**src/rtl/ipdm_pkg.sv**
```systemverilog
// shared types and constants of the pair mask block
// no dependencies
package ipdm_pkg;

   localparam int MAX_CELLS_DEFAULT = 12;
   localparam int MAX_SIGNS         = 16;
   localparam int SIGN_W            = 32;
   localparam int MASK_W            = 16;
   localparam int SIGN_COUNT_W      = 5;
   localparam int CSR_ADDR_W        = 3;
   localparam int CSR_DATA_W        = 32;

   localparam logic [SIGN_COUNT_W-1:0] SIGN_COUNT_RESET = SIGN_COUNT_W'(16);

   // register index, taken from paddr bit 2
   localparam logic CSR_REG_SIGN_COUNT = 1'b0;

   // truth labels
   localparam logic [1:0] TRUTH_FALSE = 2'd0;
   localparam logic [1:0] TRUTH_TRUE  = 2'd1;
   localparam logic [1:0] TRUTH_UNDET = 2'd2;

   // side hints
   localparam logic [1:0] HINT_FALSE = 2'd0;
   localparam logic [1:0] HINT_TRUE  = 2'd1;

   typedef enum logic [2:0] {
      ST_IDLE,
      ST_SEEK_OUTER,
      ST_SEEK_INNER,
      ST_COMPARE,
      ST_FINISH
   } state_type;

   // pair classes in emission order
   typedef enum logic [1:0] {
      PH_FU,
      PH_TU,
      PH_TF
   } phase_type;

   // controller to datapath commands
   typedef struct packed {
      logic load;     // write the beat's signs into the store
      logic read;     // fetch both cells of a pair
      logic capture;  // park the new mask, push the parked one
      logic finish;   // push the last result of the run
      logic dropped;  // overflow flag of the current set
   } cmd_type;

endpackage

```
**src/rtl/incompatible_pair_difference_masks.sv**
```systemverilog
// top level of the pair mask block: sequencer plus datapath
// depends on ipdm_pkg, ipdm_ctrl, ipdm_dp
//
//   channel  | ports            | beat
//   ---------+------------------+--------------------------------------
//   request  | req_*            | one cell: signs, truth, hint, final
//   response | rsp_*            | one pair mask with run flags
//   csr      | csr_* (apb-like) | sign_count at byte address 0
//
// a cell that is not final leaves the sequencer idle, so the next beat can be taken
// a final cell starts the pair walk: each outer cell costs a search step,
// each class pass one more, and each pair a store read and a compare;
// a full set of four cells per class gives up to 48 pairs
// requests are held off for the whole walk; a stalled response holds the walk
// synchronous reset clears the count, flags and handshake state, not the store
module incompatible_pair_difference_masks #(
   parameter int MAX_CELLS = ipdm_pkg::MAX_CELLS_DEFAULT
) (
   input  logic                                 clock,
   input  logic                                 reset,
   input  logic                                 req_valid,
   output logic                                 req_ready,
   input  logic [ipdm_pkg::SIGN_W-1:0]          req_signs,
   input  logic [1:0]                           req_truth,
   input  logic [1:0]                           req_side_hint,
   input  logic                                 req_final_cell,
   output logic                                 rsp_valid,
   input  logic                                 rsp_ready,
   output logic [ipdm_pkg::MASK_W-1:0]          rsp_diff_mask,
   output logic                                 rsp_end_of_run,
   output logic                                 rsp_no_pairs,
   output logic                                 rsp_dropped,
   input  logic                                 csr_psel,
   input  logic                                 csr_penable,
   input  logic                                 csr_pwrite,
   input  logic [ipdm_pkg::CSR_ADDR_W-1:0]      csr_paddr,
   input  logic [ipdm_pkg::CSR_DATA_W-1:0]      csr_pwdata,
   output logic [ipdm_pkg::CSR_DATA_W-1:0]      csr_prdata,
   output logic                                 csr_pready
);
   import ipdm_pkg::*;

   localparam int IDX_W = $clog2(MAX_CELLS);

   cmd_type           cmd;
   logic              out_free;
   logic [IDX_W-1:0]  wr_addr;
   logic [IDX_W-1:0]  rd_a;
   logic [IDX_W-1:0]  rd_b;

   // sequencer
   ipdm_ctrl #(
      .MAX_CELLS (MAX_CELLS),
      .IDX_W     (IDX_W)
   ) u_ctrl (
      .clock          (clock),
      .reset          (reset),
      .req_valid      (req_valid),
      .req_ready      (req_ready),
      .req_truth      (req_truth),
      .req_side_hint  (req_side_hint),
      .req_final_cell (req_final_cell),
      .out_free       (out_free),
      .cmd            (cmd),
      .wr_addr        (wr_addr),
      .rd_a           (rd_a),
      .rd_b           (rd_b)
   );

   // datapath
   ipdm_dp #(
      .MAX_CELLS (MAX_CELLS),
      .IDX_W     (IDX_W)
   ) u_dp (
      .clock          (clock),
      .reset          (reset),
      .cmd            (cmd),
      .wr_addr        (wr_addr),
      .rd_a           (rd_a),
      .rd_b           (rd_b),
      .wr_signs       (req_signs),
      .out_free       (out_free),
      .rsp_valid      (rsp_valid),
      .rsp_ready      (rsp_ready),
      .rsp_diff_mask  (rsp_diff_mask),
      .rsp_end_of_run (rsp_end_of_run),
      .rsp_no_pairs   (rsp_no_pairs),
      .rsp_dropped    (rsp_dropped),
      .csr_psel       (csr_psel),
      .csr_penable    (csr_penable),
      .csr_pwrite     (csr_pwrite),
      .csr_paddr      (csr_paddr),
      .csr_pwdata     (csr_pwdata),
      .csr_prdata     (csr_prdata),
      .csr_pready     (csr_pready)
   );

endmodule

```
**src/rtl/ipdm_ctrl.sv**
```systemverilog
// sequencer: cell count, class flags and the pair walk
// depends on ipdm_pkg
module ipdm_ctrl #(
   parameter int MAX_CELLS = ipdm_pkg::MAX_CELLS_DEFAULT,
   parameter int IDX_W     = $clog2(MAX_CELLS)
) (
   input  logic                 clock,
   input  logic                 reset,
   input  logic                 req_valid,
   output logic                 req_ready,
   input  logic [1:0]           req_truth,
   input  logic [1:0]           req_side_hint,
   input  logic                 req_final_cell,
   input  logic                 out_free,
   output ipdm_pkg::cmd_type    cmd,
   output logic [IDX_W-1:0]     wr_addr,
   output logic [IDX_W-1:0]     rd_a,
   output logic [IDX_W-1:0]     rd_b
);
   import ipdm_pkg::*;

   localparam int CNT_W = $clog2(MAX_CELLS + 1);

   state_type              state_ff, state_in;
   phase_type              phase_ff, phase_in;
   logic [CNT_W-1:0]       count_ff, count_in;
   logic                   overflow_ff, overflow_in;
   logic [IDX_W-1:0]       outer_ff, outer_in;
   logic [CNT_W-1:0]       ostart_ff, ostart_in;
   logic [CNT_W-1:0]       istart_ff, istart_in;
   logic [MAX_CELLS-1:0]   is_false_ff, is_false_in;
   logic [MAX_CELLS-1:0]   is_true_ff, is_true_in;
   logic [MAX_CELLS-1:0]   und_nf_ff, und_nf_in;
   logic [MAX_CELLS-1:0]   und_nt_ff, und_nt_in;

   logic                   accept;
   logic                   has_room;
   logic [MAX_CELLS-1:0]   outer_vec;
   logic [MAX_CELLS-1:0]   inner_vec;
   logic [CNT_W:0]         outer_hit;
   logic [CNT_W:0]         inner_hit;
   logic [CNT_W-1:0]       outer_next;

   // lowest set flag at or above start, with a found bit on top
   function automatic logic [CNT_W:0] first_from(input logic [MAX_CELLS-1:0] vec,
                                                 input logic [CNT_W-1:0] start);
      logic [CNT_W:0] res;
      res = '0;
      for (int k = MAX_CELLS - 1; k >= 0; k--) begin
         if (vec[k] && (CNT_W'(k) >= start)) begin
            res = {1'b1, CNT_W'(k)};
         end
      end
      return res;
   endfunction

   assign accept     = req_valid && req_ready;
   assign has_room   = count_ff < CNT_W'(MAX_CELLS);
   assign outer_next = CNT_W'(outer_ff) + CNT_W'(1);

   // class vectors for the current phase
   always_comb begin
      outer_vec = is_true_ff;
      inner_vec = is_false_ff;
      case (phase_ff)
         PH_FU: begin
            outer_vec = is_false_ff;
            inner_vec = und_nf_ff;
         end
         PH_TU: begin
            inner_vec = und_nt_ff;
         end
         default: begin
            inner_vec = is_false_ff;
         end
      endcase
   end

   assign outer_hit = first_from(outer_vec, ostart_ff);
   assign inner_hit = first_from(inner_vec, istart_ff);

   // next state
   always_comb begin
      state_in = state_ff;
      case (state_ff)
         ST_IDLE: begin
            if (accept && req_final_cell) state_in = ST_SEEK_OUTER;
         end
         ST_SEEK_OUTER: begin
            if (outer_hit[CNT_W]) state_in = ST_SEEK_INNER;
            else if (phase_ff != PH_FU) state_in = ST_FINISH;
         end
         ST_SEEK_INNER: begin
            if (inner_hit[CNT_W]) state_in = ST_COMPARE;
            else if (phase_ff != PH_TU) state_in = ST_SEEK_OUTER;
         end
         ST_COMPARE: begin
            if (out_free) state_in = ST_SEEK_INNER;
         end
         ST_FINISH: begin
            if (out_free) state_in = ST_IDLE;
         end
         default: begin
            state_in = ST_IDLE;
         end
      endcase
   end

   // outputs
   always_comb begin
      req_ready   = state_ff == ST_IDLE;
      cmd.load    = accept && has_room;
      cmd.read    = (state_ff == ST_SEEK_INNER) && inner_hit[CNT_W];
      cmd.capture = (state_ff == ST_COMPARE) && out_free;
      cmd.finish  = (state_ff == ST_FINISH) && out_free;
      cmd.dropped = overflow_ff;
      wr_addr     = count_ff[IDX_W-1:0];
      rd_a        = outer_ff;
      rd_b        = inner_hit[IDX_W-1:0];
   end

   // walk indices, count and class flags
   always_comb begin
      phase_in    = phase_ff;
      count_in    = count_ff;
      overflow_in = overflow_ff;
      outer_in    = outer_ff;
      ostart_in   = ostart_ff;
      istart_in   = istart_ff;
      is_false_in = is_false_ff;
      is_true_in  = is_true_ff;
      und_nf_in   = und_nf_ff;
      und_nt_in   = und_nt_ff;
      case (state_ff)
         ST_IDLE: begin
            if (accept) begin
               if (has_room) begin
                  is_false_in[wr_addr] = req_truth == TRUTH_FALSE;
                  is_true_in[wr_addr]  = req_truth == TRUTH_TRUE;
                  und_nf_in[wr_addr]   = (req_truth == TRUTH_UNDET) &&
                                         (req_side_hint != HINT_FALSE);
                  und_nt_in[wr_addr]   = (req_truth == TRUTH_UNDET) &&
                                         (req_side_hint != HINT_TRUE);
                  count_in             = count_ff + CNT_W'(1);
               end else begin
                  overflow_in = 1'b1;
               end
               phase_in  = PH_FU;
               ostart_in = '0;
            end
         end
         ST_SEEK_OUTER: begin
            if (outer_hit[CNT_W]) begin
               outer_in  = outer_hit[IDX_W-1:0];
               istart_in = '0;
            end else if (phase_ff == PH_FU) begin
               phase_in  = PH_TU;
               ostart_in = '0;
            end
         end
         ST_SEEK_INNER: begin
            if (inner_hit[CNT_W]) begin
               istart_in = inner_hit[CNT_W-1:0] + CNT_W'(1);
            end else begin
               case (phase_ff)
                  PH_TU: begin
                     phase_in  = PH_TF;
                     istart_in = '0;
                  end
                  PH_TF: begin
                     phase_in  = PH_TU;
                     ostart_in = outer_next;
                  end
                  default: begin
                     ostart_in = outer_next;
                  end
               endcase
            end
         end
         ST_FINISH: begin
            if (out_free) begin
               count_in    = '0;
               overflow_in = 1'b0;
               is_false_in = '0;
               is_true_in  = '0;
               und_nf_in   = '0;
               und_nt_in   = '0;
            end
         end
         default: begin
         end
      endcase
   end

   // control registers
   always_ff @(posedge clock) begin
      if (reset) begin
         state_ff    <= ST_IDLE;
         phase_ff    <= PH_FU;
         count_ff    <= '0;
         overflow_ff <= 1'b0;
         is_false_ff <= '0;
         is_true_ff  <= '0;
         und_nf_ff   <= '0;
         und_nt_ff   <= '0;
      end else begin
         state_ff    <= state_in;
         phase_ff    <= phase_in;
         count_ff    <= count_in;
         overflow_ff <= overflow_in;
         is_false_ff <= is_false_in;
         is_true_ff  <= is_true_in;
         und_nf_ff   <= und_nf_in;
         und_nt_ff   <= und_nt_in;
      end
   end

   // walk positions
   always_ff @(posedge clock) begin
      outer_ff  <= outer_in;
      ostart_ff <= ostart_in;
      istart_ff <= istart_in;
   end

endmodule

```
**src/rtl/ipdm_dp.sv**
```systemverilog
// datapath: sign store, pair compare, parked mask, result register, csr
// depends on ipdm_pkg
module ipdm_dp #(
   parameter int MAX_CELLS = ipdm_pkg::MAX_CELLS_DEFAULT,
   parameter int IDX_W     = $clog2(MAX_CELLS)
) (
   input  logic                                 clock,
   input  logic                                 reset,
   input  ipdm_pkg::cmd_type                    cmd,
   input  logic [IDX_W-1:0]                     wr_addr,
   input  logic [IDX_W-1:0]                     rd_a,
   input  logic [IDX_W-1:0]                     rd_b,
   input  logic [ipdm_pkg::SIGN_W-1:0]          wr_signs,
   output logic                                 out_free,
   output logic                                 rsp_valid,
   input  logic                                 rsp_ready,
   output logic [ipdm_pkg::MASK_W-1:0]          rsp_diff_mask,
   output logic                                 rsp_end_of_run,
   output logic                                 rsp_no_pairs,
   output logic                                 rsp_dropped,
   input  logic                                 csr_psel,
   input  logic                                 csr_penable,
   input  logic                                 csr_pwrite,
   input  logic [ipdm_pkg::CSR_ADDR_W-1:0]      csr_paddr,
   input  logic [ipdm_pkg::CSR_DATA_W-1:0]      csr_pwdata,
   output logic [ipdm_pkg::CSR_DATA_W-1:0]      csr_prdata,
   output logic                                 csr_pready
);
   import ipdm_pkg::*;

   logic [SIGN_W-1:0]        sign_mem [MAX_CELLS];
   logic [SIGN_W-1:0]        rd_a_ff;
   logic [SIGN_W-1:0]        rd_b_ff;
   logic [SIGN_COUNT_W-1:0]  sign_count_ff, sign_count_in;
   logic [MASK_W-1:0]        mask;
   logic [MASK_W-1:0]        pend_mask_ff, pend_mask_in;
   logic                     pend_valid_ff, pend_valid_in;
   logic                     out_valid_ff, out_valid_in;
   logic [MASK_W-1:0]        out_mask_ff, out_mask_in;
   logic                     out_eor_ff, out_eor_in;
   logic                     out_np_ff, out_np_in;
   logic                     out_drop_ff, out_drop_in;
   logic                     push;
   logic                     csr_wr;

   // sign store, one write and two registered reads
   always_ff @(posedge clock) begin
      if (cmd.load) sign_mem[wr_addr] <= wr_signs;
      if (cmd.read) begin
         rd_a_ff <= sign_mem[rd_a];
         rd_b_ff <= sign_mem[rd_b];
      end
   end

   // per-position compare over the active positions
   always_comb begin
      for (int j = 0; j < MASK_W; j++) begin
         mask[j] = (j < MAX_SIGNS) && (SIGN_COUNT_W'(j) < sign_count_ff) &&
                   (rd_a_ff[2*j +: 2] != rd_b_ff[2*j +: 2]);
      end
   end

   // parked mask and result register
   assign out_free = !out_valid_ff || rsp_ready;
   assign push     = (cmd.capture && pend_valid_ff) || cmd.finish;

   always_comb begin
      pend_mask_in  = pend_mask_ff;
      pend_valid_in = pend_valid_ff;
      out_valid_in  = out_valid_ff && !rsp_ready;
      out_mask_in   = out_mask_ff;
      out_eor_in    = out_eor_ff;
      out_np_in     = out_np_ff;
      out_drop_in   = out_drop_ff;
      if (push) begin
         out_valid_in = 1'b1;
         out_mask_in  = pend_valid_ff ? pend_mask_ff : '0;
         out_eor_in   = cmd.finish;
         out_np_in    = cmd.finish && !pend_valid_ff;
         out_drop_in  = cmd.dropped;
      end
      if (cmd.capture) begin
         pend_mask_in  = mask;
         pend_valid_in = 1'b1;
      end
      if (cmd.finish) pend_valid_in = 1'b0;
   end

   always_ff @(posedge clock) begin
      if (reset) begin
         pend_valid_ff <= 1'b0;
         out_valid_ff  <= 1'b0;
      end else begin
         pend_valid_ff <= pend_valid_in;
         out_valid_ff  <= out_valid_in;
      end
   end

   always_ff @(posedge clock) begin
      pend_mask_ff <= pend_mask_in;
      out_mask_ff  <= out_mask_in;
      out_eor_ff   <= out_eor_in;
      out_np_ff    <= out_np_in;
      out_drop_ff  <= out_drop_in;
   end

   assign rsp_valid      = out_valid_ff;
   assign rsp_diff_mask  = out_mask_ff;
   assign rsp_end_of_run = out_eor_ff;
   assign rsp_no_pairs   = out_np_ff;
   assign rsp_dropped    = out_drop_ff;

   // sign_count register
   assign csr_wr = csr_psel && csr_penable && csr_pwrite && csr_pready &&
                   (csr_paddr[2] == CSR_REG_SIGN_COUNT);

   always_comb begin
      sign_count_in = sign_count_ff;
      if (csr_wr) sign_count_in = csr_pwdata[SIGN_COUNT_W-1:0];
   end

   always_ff @(posedge clock) begin
      if (reset) begin
         sign_count_ff <= SIGN_COUNT_RESET;
      end else begin
         sign_count_ff <= sign_count_in;
      end
   end

   assign csr_pready = 1'b1;
   assign csr_prdata = (csr_paddr[2] == CSR_REG_SIGN_COUNT) ?
                       CSR_DATA_W'(sign_count_ff) : '0;

endmodule

```
**config.mk**
```make
export PLATFORM = sky130hd
export DESIGN_NAME = incompatible_pair_difference_masks
export DESIGN_NICKNAME = d
export VERILOG_FILES = /design/src/rtl/ipdm_pkg.sv /design/src/rtl/incompatible_pair_difference_masks.sv /design/src/rtl/ipdm_ctrl.sv /design/src/rtl/ipdm_dp.sv
export SDC_FILE = /design/constraint.sdc
export NUM_CORES = 1
export LEC_CHECK = 0
export BUFFER_PORTS_ARGS = -buffer_cell sky130_fd_sc_hd__buf_2
export CAP_MARGIN = 20
export CORE_AREA = 3 3 201 203
export DETAILED_ROUTE_END_ITERATION = 7
export DIE_AREA = 0 0 204 206
export PLACE_DENSITY = 0.87
export SLEW_MARGIN = 20
export SYNTH_ARGS = -nofsm -noshare
export SYNTH_HDL_FRONTEND = slang
export SYNTH_SLANG_ARGS = --single-unit
```
**constraint.sdc**
```tcl
create_clock -name clock -period 7.55 [get_ports clock]
set_clock_uncertainty 0.1 [all_clocks]
set_input_delay 0.755 -clock clock [delete_from_list [all_inputs] [get_ports clock]]
set_output_delay 0.755 -clock clock [all_outputs]
set_load 0.01 [all_outputs]
```
Word-level counts from Yosys, hierarchy flattened. Memories as Yosys holds them, arrays and structs flattened. A register that Yosys moved wholly into a read port is not among the register bits. Cells that the tools add are included.

Latch bits: 0. Bits in registers: 112. Output and inout bits: 54. Bits in writable memories: 384. Memories kept: 1. ROM bits: 0.

Memory list: u_dp.sign_mem (depth 12, bits a word 32, rd ports 2, clocked after Yosys merged registers in 2, wr ports 1, line ipdm_dp.sv:31) `logic [SIGN_W-1:0] sign_mem [MAX_CELLS];`.

Muxes and demuxes: 81. Shifts and indexed selects: 0. Eq/ne operators: 41. $lt $le $gt $ge: 43. Bitwise gates (word level): 1. Div/mod/pow operators: 0. $mul: 0. $add $sub $neg: 3. Reductions and logical operators: 79.

Operator list (count): two-way mux 5 bit (25); two-way mux 12 bit (10); case mux 12 bit (2 select lines) (5); logical AND 1 bit (55); bitwise mux 12 bit (4); two-way mux 4 bit (11); less-than comparator 4 x 5 -> 1 bit (first input constant) (8); greater-or-equal comparator 3 x 4 -> 1 bit (first input constant) (8); greater-or-equal comparator 4 bit (first input constant) (8); inequality test 2 bit (16); two-way mux 3 bit (7); less-than comparator 3 x 5 -> 1 bit (first input constant) (4); greater-or-equal comparator 1 x 4 -> 1 bit (first input constant) (4); greater-or-equal comparator 2 x 4 -> 1 bit (first input constant) (4); case mux 4 bit (2 select lines) (2); case mux 3 bit (5 select lines) (1); inequality test 2 bit (second input constant) (7); adder 4 x 1 -> 4 bit (second input constant) (3); inequality test 2 x 1 -> 1 bit (second input constant) (6); case mux 4 bit (3 select lines) (1); AND reduction 6 bit (2); less-than comparator 1 x 5 -> 1 bit (first input constant) (2); less-than comparator 2 x 5 -> 1 bit (first input constant) (2); two-way mux 2 bit (4); other kinds (30) (49).

Depth between registers and ports, before layout. Gate-level depths: netlist of run 1.

Depth after elaboration: 18. Mapped depth: 16.

Hierarchy. Synthesis of run 1 repeated with hierarchy kept, for this count alone.

Cell total of the unflattened synthesis: 1840. Area, all modules: 26554.2 µm².

By module, submodules not included: ipdm_dp (times used 1, cells each 1318, area an instance 22365.2 µm², seq. area each 14644.0 µm²); ipdm_ctrl (times used 1, cells each 522, area an instance 4189.0 µm², seq. area each 1521.5 µm²).

Worst setup path after synthesis of run 1. Ideal clock, no wire load.

Path type: flip-flop to flip-flop. Start: register u_ctrl.phase_ff[1]. End: register u_dp.rd_a_ff[0] (read register of u_dp.sign_mem) (enable). Arrival: 3389 ps. Stages on the path, launching flop included: 11. Period minus slack after synthesis: 3908 ps. Library setup time: 418 ps. Setup slack: 3642 ps. Data required time: 7032 ps. Cells stage by stage: dfxtp_1 inv_1 ha_1 buf_2 nor2b_1 o211a_1 o41ai_1 o2bb2a_1 and4bb_2 nand2b_1 inv_1.

RTL lines: from (decl) (line ipdm_ctrl.sv:25) `phase_type phase_ff, phase_in;`; from (signal assigned) (line ipdm_ctrl.sv:208) `phase_ff <= phase_in;`; to (decl) (line ipdm_dp.sv:32) `logic [SIGN_W-1:0] rd_a_ff;`.

Final worst setup path of run 1.
Start: register u_ctrl.phase_ff[1]. End: register u_dp.rd_b_ff[31] (read register of u_dp.sign_mem) (data pin).

Word-level cells in the longest chain between the ends: 16. Elaborated cells on any way between the ends: 28. Those cells by class: eq/ne (1); mux (13); reduce/logical (14).

Ends and longest elaborated chain: == test 2 x 1 -> 1 bit or logical NOT 2 bit (tied branches) (line ipdm_ctrl.sv:65) `case (phase_ff)`; case mux 12 bit (2 select lines) (*) (line ipdm_ctrl.sv:65); logical AND 1 bit (line ipdm_ctrl.sv:50) `if (vec[k] && (CNT_W'(k) >= start)) begin`; two-way mux 5 bit (11 in a row) (line ipdm_ctrl.sv:50); two-way mux 5 bit (*) (line ipdm_ctrl.sv:50); logical AND 1 bit (line ipdm_ctrl.sv:113) `cmd.read = (state_ff == ST_SEEK_INNER) && inner_hit[CNT_W];`; to (decl) (line ipdm_dp.sv:33) `logic [SIGN_W-1:0] rd_b_ff;`.

Every way passes the cells marked *; elsewhere a longest branch is shown, timed or not. A chain may end at the register's enable or synchronous reset.

==> results of run 1 <==
[registers in the layout, summed over array words and instances, names as in the netlist]
register and flops:
u_ctrl.is_false_ff 12, u_ctrl.is_true_ff 12, u_ctrl.istart_ff 4, u_ctrl.ostart_ff 4, u_ctrl.overflow_ff 1, u_ctrl.phase_ff 2
u_ctrl.rd_a 4, u_ctrl.state_ff 3, u_ctrl.und_nf_ff 12, u_ctrl.und_nt_ff 12, u_ctrl.wr_addr 4, u_dp.pend_mask_ff 16
u_dp.pend_valid_ff 1, u_dp.rd_a_ff 32, u_dp.rd_b_ff 32, u_dp.rsp_diff_mask 16, u_dp.rsp_dropped 1, u_dp.rsp_end_of_run 1
u_dp.rsp_no_pairs 1, u_dp.rsp_valid 1, u_dp.sign_count_ff 5, u_dp.sign_mem 384
[cell usage in the layout, fill, tap and decap left out, drive strengths merged, types with 8 or more instances in the layout]
cell type  count
dfxtp         65
nand2b         8
inv           16
xnor2         34
clkinv        32
and2          22
o21ai         56
bufinv         8
nor3          22
edfxtp       495
nor2b         23
conb          28
ha            10
nor2         125
mux4         160
o211ai        37
mux2i        114
a21oi         31
nand2        143
clkbuf        67
buf          105
a22oi         13
a31oi         45
o22a          32
or3            9
[metal layers]
metal  GRT usage (%)  vias up
li1                -     6611
met1            40.2     8004
met5               0        -
met4            16.0        4
met2            49.5     1361
met3            7.58      280
[worst paths after layout]
check | from | slack, ns | to | cells after the start
worst max-delay path | u_ctrl.phase_ff[1] | 2.43 | u_dp.rd_b_ff[31] | 11
worst min-delay path | csr_pwdata[3] | 0.32 | u_dp.sign_count_ff[3] | 3
worst max register to register | u_ctrl.phase_ff[1] | 2.43 | u_dp.rd_b_ff[31] | 11
worst min register to register | u_ctrl.overflow_ff | 0.34 | u_dp.rsp_dropped | 0
[cells in the mapped netlist (all sizes together), types with 3 or more instances]
master,n
ha,10
o211ai,37
nand2b,8
a21o,3
dfxtp,65
and3,3
or2,6
o21ai,56
edfxtp,495
a211o,3
buf,64
o22ai,6
and2,22
nor2,125
mux4,160
a21oi,31
inv,26
nor3,22
xnor2,34
mux2i,114
nor2b,23
or3,9
o22a,32
a31oi,45
clkbuf,71
a32o,3
a2111oi,3
a22oi,13
o21a,3
nand2,143
nand3,4
[cell families (layout without fill, tap and decap cells)]
kind of cell             Yosys count  in the layout  share of synthesized area [%]
AO/OA/AOI/OAI                    258            258                           6.84
XOR/XNOR                          36             36                           1.23
adder cells (fa/ha/maj)           10             10                          0.489
buffers and inverters            161            228                           3.06
flip-flops                       560            560                           63.2
multiplexers                     274            274                           18.6
other                              2             30                         0.0294
AND/OR/NAND/NOR                  376            376                           6.56
[final cells by class]
type                            instances  area share, %
Clock buffer                           67           5.07
Sequential cell                       560           57.7
Antenna cell                            2         0.0179
Timing Repair Buffer                  105           2.20
Clock inverter                         30           1.20
Inverter                               26          0.348
Multi-Input combinational cell        982           31.2
Tap cell                              518           2.31
[power by group]
group          internal [µW]  switching, µW
clock network           1600           1130
registers               3410           30.5
logic                    148            233
total                   5160           1390
[per-stage QoR]
step                total power [µW]  instances  hold slack, ns  setup slack (ns)
floorplan                       3760       1703           0.309              3.64
global placement                3850       2191           0.322              2.76
detailed placement              3870       2191           0.314              2.63
CTS                             6550       2288           0.302              2.59
global route                    6700       2288           0.320              2.24
finish                          6550       2290           0.319              2.43
[worst min-delay path, cell delays in order]
cell and delay (ns):
buf_2 0.08, mux2i_1 0.05, nor2_1 0.08
==> metrics.md, run 1 <==
| Metric | Value |
|---|---|
| Status | `finished, final reports clean` |
| GRT Total Usage | `31.0%` |
| Design area | `28000 µm²` |
| Peak supply drop | `196 µV` |
| Setup CP Type | `reg2reg` |
| Fin Setup TNS | `0 ns` |
| Starting Density | `66.2%` |
| Worst-path cell chain | `inv_1 -> ha_1 -> nor2b_2 -> o21ai_0 -> o21ai_0 -> a21boi_0 -> o21ba_4 -> buf_4 -> mux4_2 -> nand2_1 -> o211ai_1` |
| Power per Cell Area | `234 nW/µm²` |
| Yosys warns | `0` |
| Crit path max-delay family | `compound AO/OA/AOI/OAI gates` |
| Yosys reg bits | `560` |
| Cell taking the most area after synthesis | `edfxtp_1` |
| Ratio of cells with drive above 1 in the final layout | `19.9%` |
| Vias per inst | `7.10` |
| Met3 wire length | `8.06 mm` |
| Post-layout util | `72.5%` |
| Syn Area/Cell | `15.2 µm²` |
| First-pass GRT wire length | `97.0 mm` |
| Final HPWL DP | `33.3 mm` |
| Top Ports | `133` |
| Initial antenna violation count | `5` |
| Iter 0 DRT Violations | `2299` |
| Post-DP Area | `26300 µm²` |
| Worst relative slew slack | `12.0%` |
| # fillers | `2182` |
| Synth cell types | `67` |
| Main flop type after synthesis | `edfxtp_1` |
| HP Class | `in2reg` |
| RSZ-0062 raised after global routing | `no` |
| Final setup viols | `0` |
| CTS H-Tree Depth | `2` |
| Fin nets | `1818` |
| Die X | `204 µm` |
| Clock slew at reported path FFs | `0.06 ns` |
| Wire length on met2 | `31.2 mm` |
| Mapped Cells | `1677` |
| Max Clk Rate | `195 MHz` |
| Final period utilization | `67.9%` |
| Final antenna-violating net count | `0` |
| Area growth from synthesis to layout | `9.66%` |
| Critical Path Start Type | `flop` |
| Slowest cell on crit path | `o21ba_4` |
| GR Overflow Total | `0` |
| Area share of the largest cell type after synthesis | `58.1%` |
| Main area contributors after synthesis | `edfxtp_1, mux4_2, dfxtp_1` |
| Worst Path Buf+Inv | `2` |
| Most frequent CP cell | `o21ai_0` |
| Avg WL per Cell | `28.0 µm` |
| DR DRC count | `0` |
| Post-Route WL | `64.2 mm` |
| CTS root buffer | `clkbuf_16` |
| Total vias in the final route | `16260` |
| Cell Area, Synth | `25600 µm²` |
| CTS sink count | `560` |
| Vias in the first global route | `16250` |
| Port Buf Inserts | `75` |
| M1 WL | `21.8 mm` |
| Register area | `16200 µm²` |
| Die Area | `42000 µm²` |
| Worst-path fanout max | `38` |
| Final critical-path required period | `5.12 ns` |
| Post-synth EDFFs | `495` |
| Routability cong. | `0.868` |
| Critical Path Max Stage Delay | `0.80 ns` |
| Largest net degree at the start of global routing | `130` |
| Max clock buf depth | `3` |
| CTS Buf Count | `54` |
| First-pass detailed-route iteration total | `7` |
| Postcts setup bufs | `0` |
| Max Slew Vio Count | `0` |
| Post-CTS Resized | `0` |
| Post-synthesis async set-or-reset flop share | `0%` |
| Post-CTS Hold Buffers | `0` |
| Number of max-cap violations | `0` |
| WP data arrival | `5.32 ns` |
| Skew-Pair Late Insertion Delay | `0.59 ns` |
| Crit. End Element | `flop` |
| FP Rows | `72` |
| Max Used Layer | `met5` |
| Multi-input gate area | `8740 µm²` |
| Core Area | `38600 µm²` |
| Slew @ Worst Pin | `1.32 ns` |
| Crit path required time | `7.74 ns` |
| CTS tree | `yes` |
| Die Ht | `206 µm` |
| Post-synthesis sequential area ratio | `63.2%` |
| Final Hold Fails | `0` |
| Leakage | `0.00998 µW` |
Power figures use the tool's default switching activity.
==> run 2, diff against run 1 <==
- CORE_AREA: 3 3 201 203 -> 3 3 209 211
- DIE_AREA: 0 0 204 206 -> 0 0 212 214
- PLACE_DENSITY: 0.87 -> 0.81
- clock period: 7.55 -> 5.29 ns (I/O delays scaled with it)
==> run 2 against run 1 <==
Clock power grew 41%. Via count shrank 4.6%. Final area grew 0.51%. Wire length shrank 5.0%. Non-clock buffer count grew 1.
==> metrics.md, run 2 (synthesis gave the netlist of run 1 again) <==
| Metric | Value |
|---|---|
| Die Area | `45400 µm² (was 42000 µm²)` |
| Multi-input gate area | `8740 µm² (unchanged)` |
| Largest Register | `u_dp.sign_mem (unchanged)` |
| RSZ-0062 raised after global routing | `no (unchanged)` |
| Skew-Pair Late Insertion Delay | `0.61 ns (was 0.59 ns)` |
| Final period utilization | `85.7% (was 67.9%)` |
| FP Rows | `75 (was 72)` |
| Final Hold Fails | `0 (unchanged)` |
| Final antenna-violating net count | `0 (unchanged)` |
| Vias per inst | `6.68 (was 7.10)` |
| Worst relative slew slack | `27.3% (was 12.0%)` |
| Max clock buf depth | `3 (unchanged)` |
| Setup WS post-layout | `0.759 ns (was 2.43 ns)` |
| Max FFs per register | `384 (unchanged)` |
| Iter 0 DRT Violations | `1947 (was 2299)` |
| Setup WS pre-CTS | `0.907 ns (was 2.63 ns)` |
| Postcts setup bufs | `0 (unchanged)` |
| Commonest non-fill, non-tap cell in the layout | `edfxtp_1 (unchanged)` |
| Fin Setup TNS | `0 ns (unchanged)` |
| Slew @ Worst Pin | `1.09 ns (was 1.32 ns)` |
| CTS H-Tree Depth | `2 (unchanged)` |
| Total vias in the final route | `15504 (was 16260)` |
| Final HPWL DP | `33.3 mm (about the same)` |
| Status | `finished, final reports clean (unchanged)` |
| Post-Route WL | `61.0 mm (was 64.2 mm)` |
| CTS root buffer | `clkbuf_16 (unchanged)` |
| Number of max-cap violations | `0 (unchanged)` |
| Register area | `16200 µm² (unchanged)` |
| Post-CTS Hold Buffers | `0 (unchanged)` |
| Power per Cell Area | `330 nW/µm² (was 234 nW/µm²)` |
| CTS Buf Count | `56 (was 54)` |
| Largest net degree at the start of global routing | `130 (unchanged)` |
| DR DRC count | `0 (unchanged)` |
| Critical Path Start Type | `flop (unchanged)` |
| Starting Density | `60.9% (was 66.2%)` |
| Setup CP Type | `reg2reg (unchanged)` |
| Worst-path fanout max | `129 (was 38)` |
| Top Ports | `133 (unchanged)` |
| Biggest regs | `u_dp.sign_mem: 384 flops, u_dp.rd_a_ff: 32 flops, u_dp.rd_b_ff: 32 flops (unchanged)` |
| Ratio of cells with drive above 1 in the final layout | `20.5% (was 19.9%)` |
| GRT Total Usage | `27.1% (was 31.0%)` |
| Vias in the first global route | `15715 (was 16250)` |
| Avg WL per Cell | `26.3 µm (was 28.0 µm)` |
| Max Clk Rate | `221 MHz (was 195 MHz)` |
| CTS tree | `yes (unchanged)` |
| Leakage | `0.0100 µW (was 0.00998 µW)` |
| Die Ht | `214 µm (was 206 µm)` |
| Max Slew Vio Count | `0 (unchanged)` |
| CTS sink count | `560 (unchanged)` |
| Port Buf Inserts | `75 (unchanged)` |
| GR Overflow Total | `0 (unchanged)` |
| Fin nets | `1821 (was 1818)` |
| Most frequent cells in the layout | `edfxtp_1, mux4_2, nand2_1 (unchanged)` |
| Crit. End Element | `flop (unchanged)` |
| Final critical-path required period | `4.53 ns (was 5.12 ns)` |
| HP Class | `in2reg (unchanged)` |
| Initial antenna violation count | `5 (unchanged)` |
| Clock slew at reported path FFs | `0.06 ns (about the same)` |
| First-pass GRT wire length | `93.4 mm (was 97.0 mm)` |
| Crit path required time | `5.51 ns (was 7.74 ns)` |
| Core Area | `41900 µm² (was 38600 µm²)` |
| Final setup viols | `0 (unchanged)` |
| Routability cong. | `0.862 (was 0.868)` |
| # fillers | `2727 (was 2182)` |
| Die X | `212 µm (was 204 µm)` |
| Area growth from synthesis to layout | `10.2% (was 9.66%)` |
| WP data arrival | `4.75 ns (was 5.32 ns)` |
| Post-CTS Resized | `0 (unchanged)` |
| Peak supply drop | `273 µV (was 196 µV)` |
| First-pass detailed-route iteration total | `7 (unchanged)` |
==> run 2: cell count changes in the layout (fill, tap and decap cells not counted), moves of 2 or more <==
| cell | change |
|---|---|
| buf_12 | +6 |
| buf_4 | -6 |
| clkinv_1 | -5 |
| clkinv_2 | +5 |
| clkinvlp_4 | +4 |
| bufinv_16 | -3 |
| diode_2 | +2 |
==> run 2: worst paths after layout <==
check                     start                    end  slack [ns]  depth (start not counted)
max reg2reg  u_ctrl.phase_ff[1]       u_dp.rd_b_ff[27]        0.76                         12
min reg2reg  u_ctrl.overflow_ff       u_dp.rsp_dropped        0.36                          0
max          u_ctrl.phase_ff[1]       u_dp.rd_b_ff[27]        0.76                         12
min               csr_pwdata[3]  u_dp.sign_count_ff[3]        0.07                          3
==> run 2: layout make-up <==
cell class,instances,share of cell area (%)
multi-input combinational,982,31.0
timing repair buffer,106,2.50
antenna,4,0.0355
inverter,26,0.351
tap,539,2.39
clock buffer,69,5.18
sequential,560,57.4
clock inverter,35,1.13
==> run 2: through the flow <==
step	hold slack [ns]	power, µW	cells	cell area [µm²]	utilization [%]
floorplan	0.309	5360	1703	25700	-
global placement	0.330	5500	2212	26400	62.9
detailed placement	0.325	5520	2212	26400	62.9
CTS	0.0474	9330	2316	28200	67.1
global route	0.0785	9560	2319	28200	67.2
finish	0.0690	9300	2321	28200	67.2
==> run 2: routing by layer <==
layer / routed length, µm / share of wire (%) / GRT usage (%)
met5: 13 / 0.021 / 0
met4: 1920 / 3.1 / 10.9
met3: 5970 / 9.8 / 4.94
met2: 29700 / 49 / 43.1
met1: 23400 / 38 / 37.5
==> run 2: power breakdown <==
group	leakage, µW	total (µW)	switching, µW	internal, µW
registers	0.00501	4910	38.7	4870
logic	0.00415	530	316	214
clock network	0.000863	3860	1650	2210
==> run 2: worst max-delay path: stages (launching register included) <==
cell and delay (ns):
dfxtp_1 0.34, inv_1 0.08, ha_1 0.46, nor2b_2 0.57, o21ai_0 0.30, and3_1 0.24
a41o_1 0.20, a222oi_1 0.53, a21oi_4 0.06, buf_12 0.30, mux4_2 0.64, nand2_1 0.09
o211ai_1 0.11
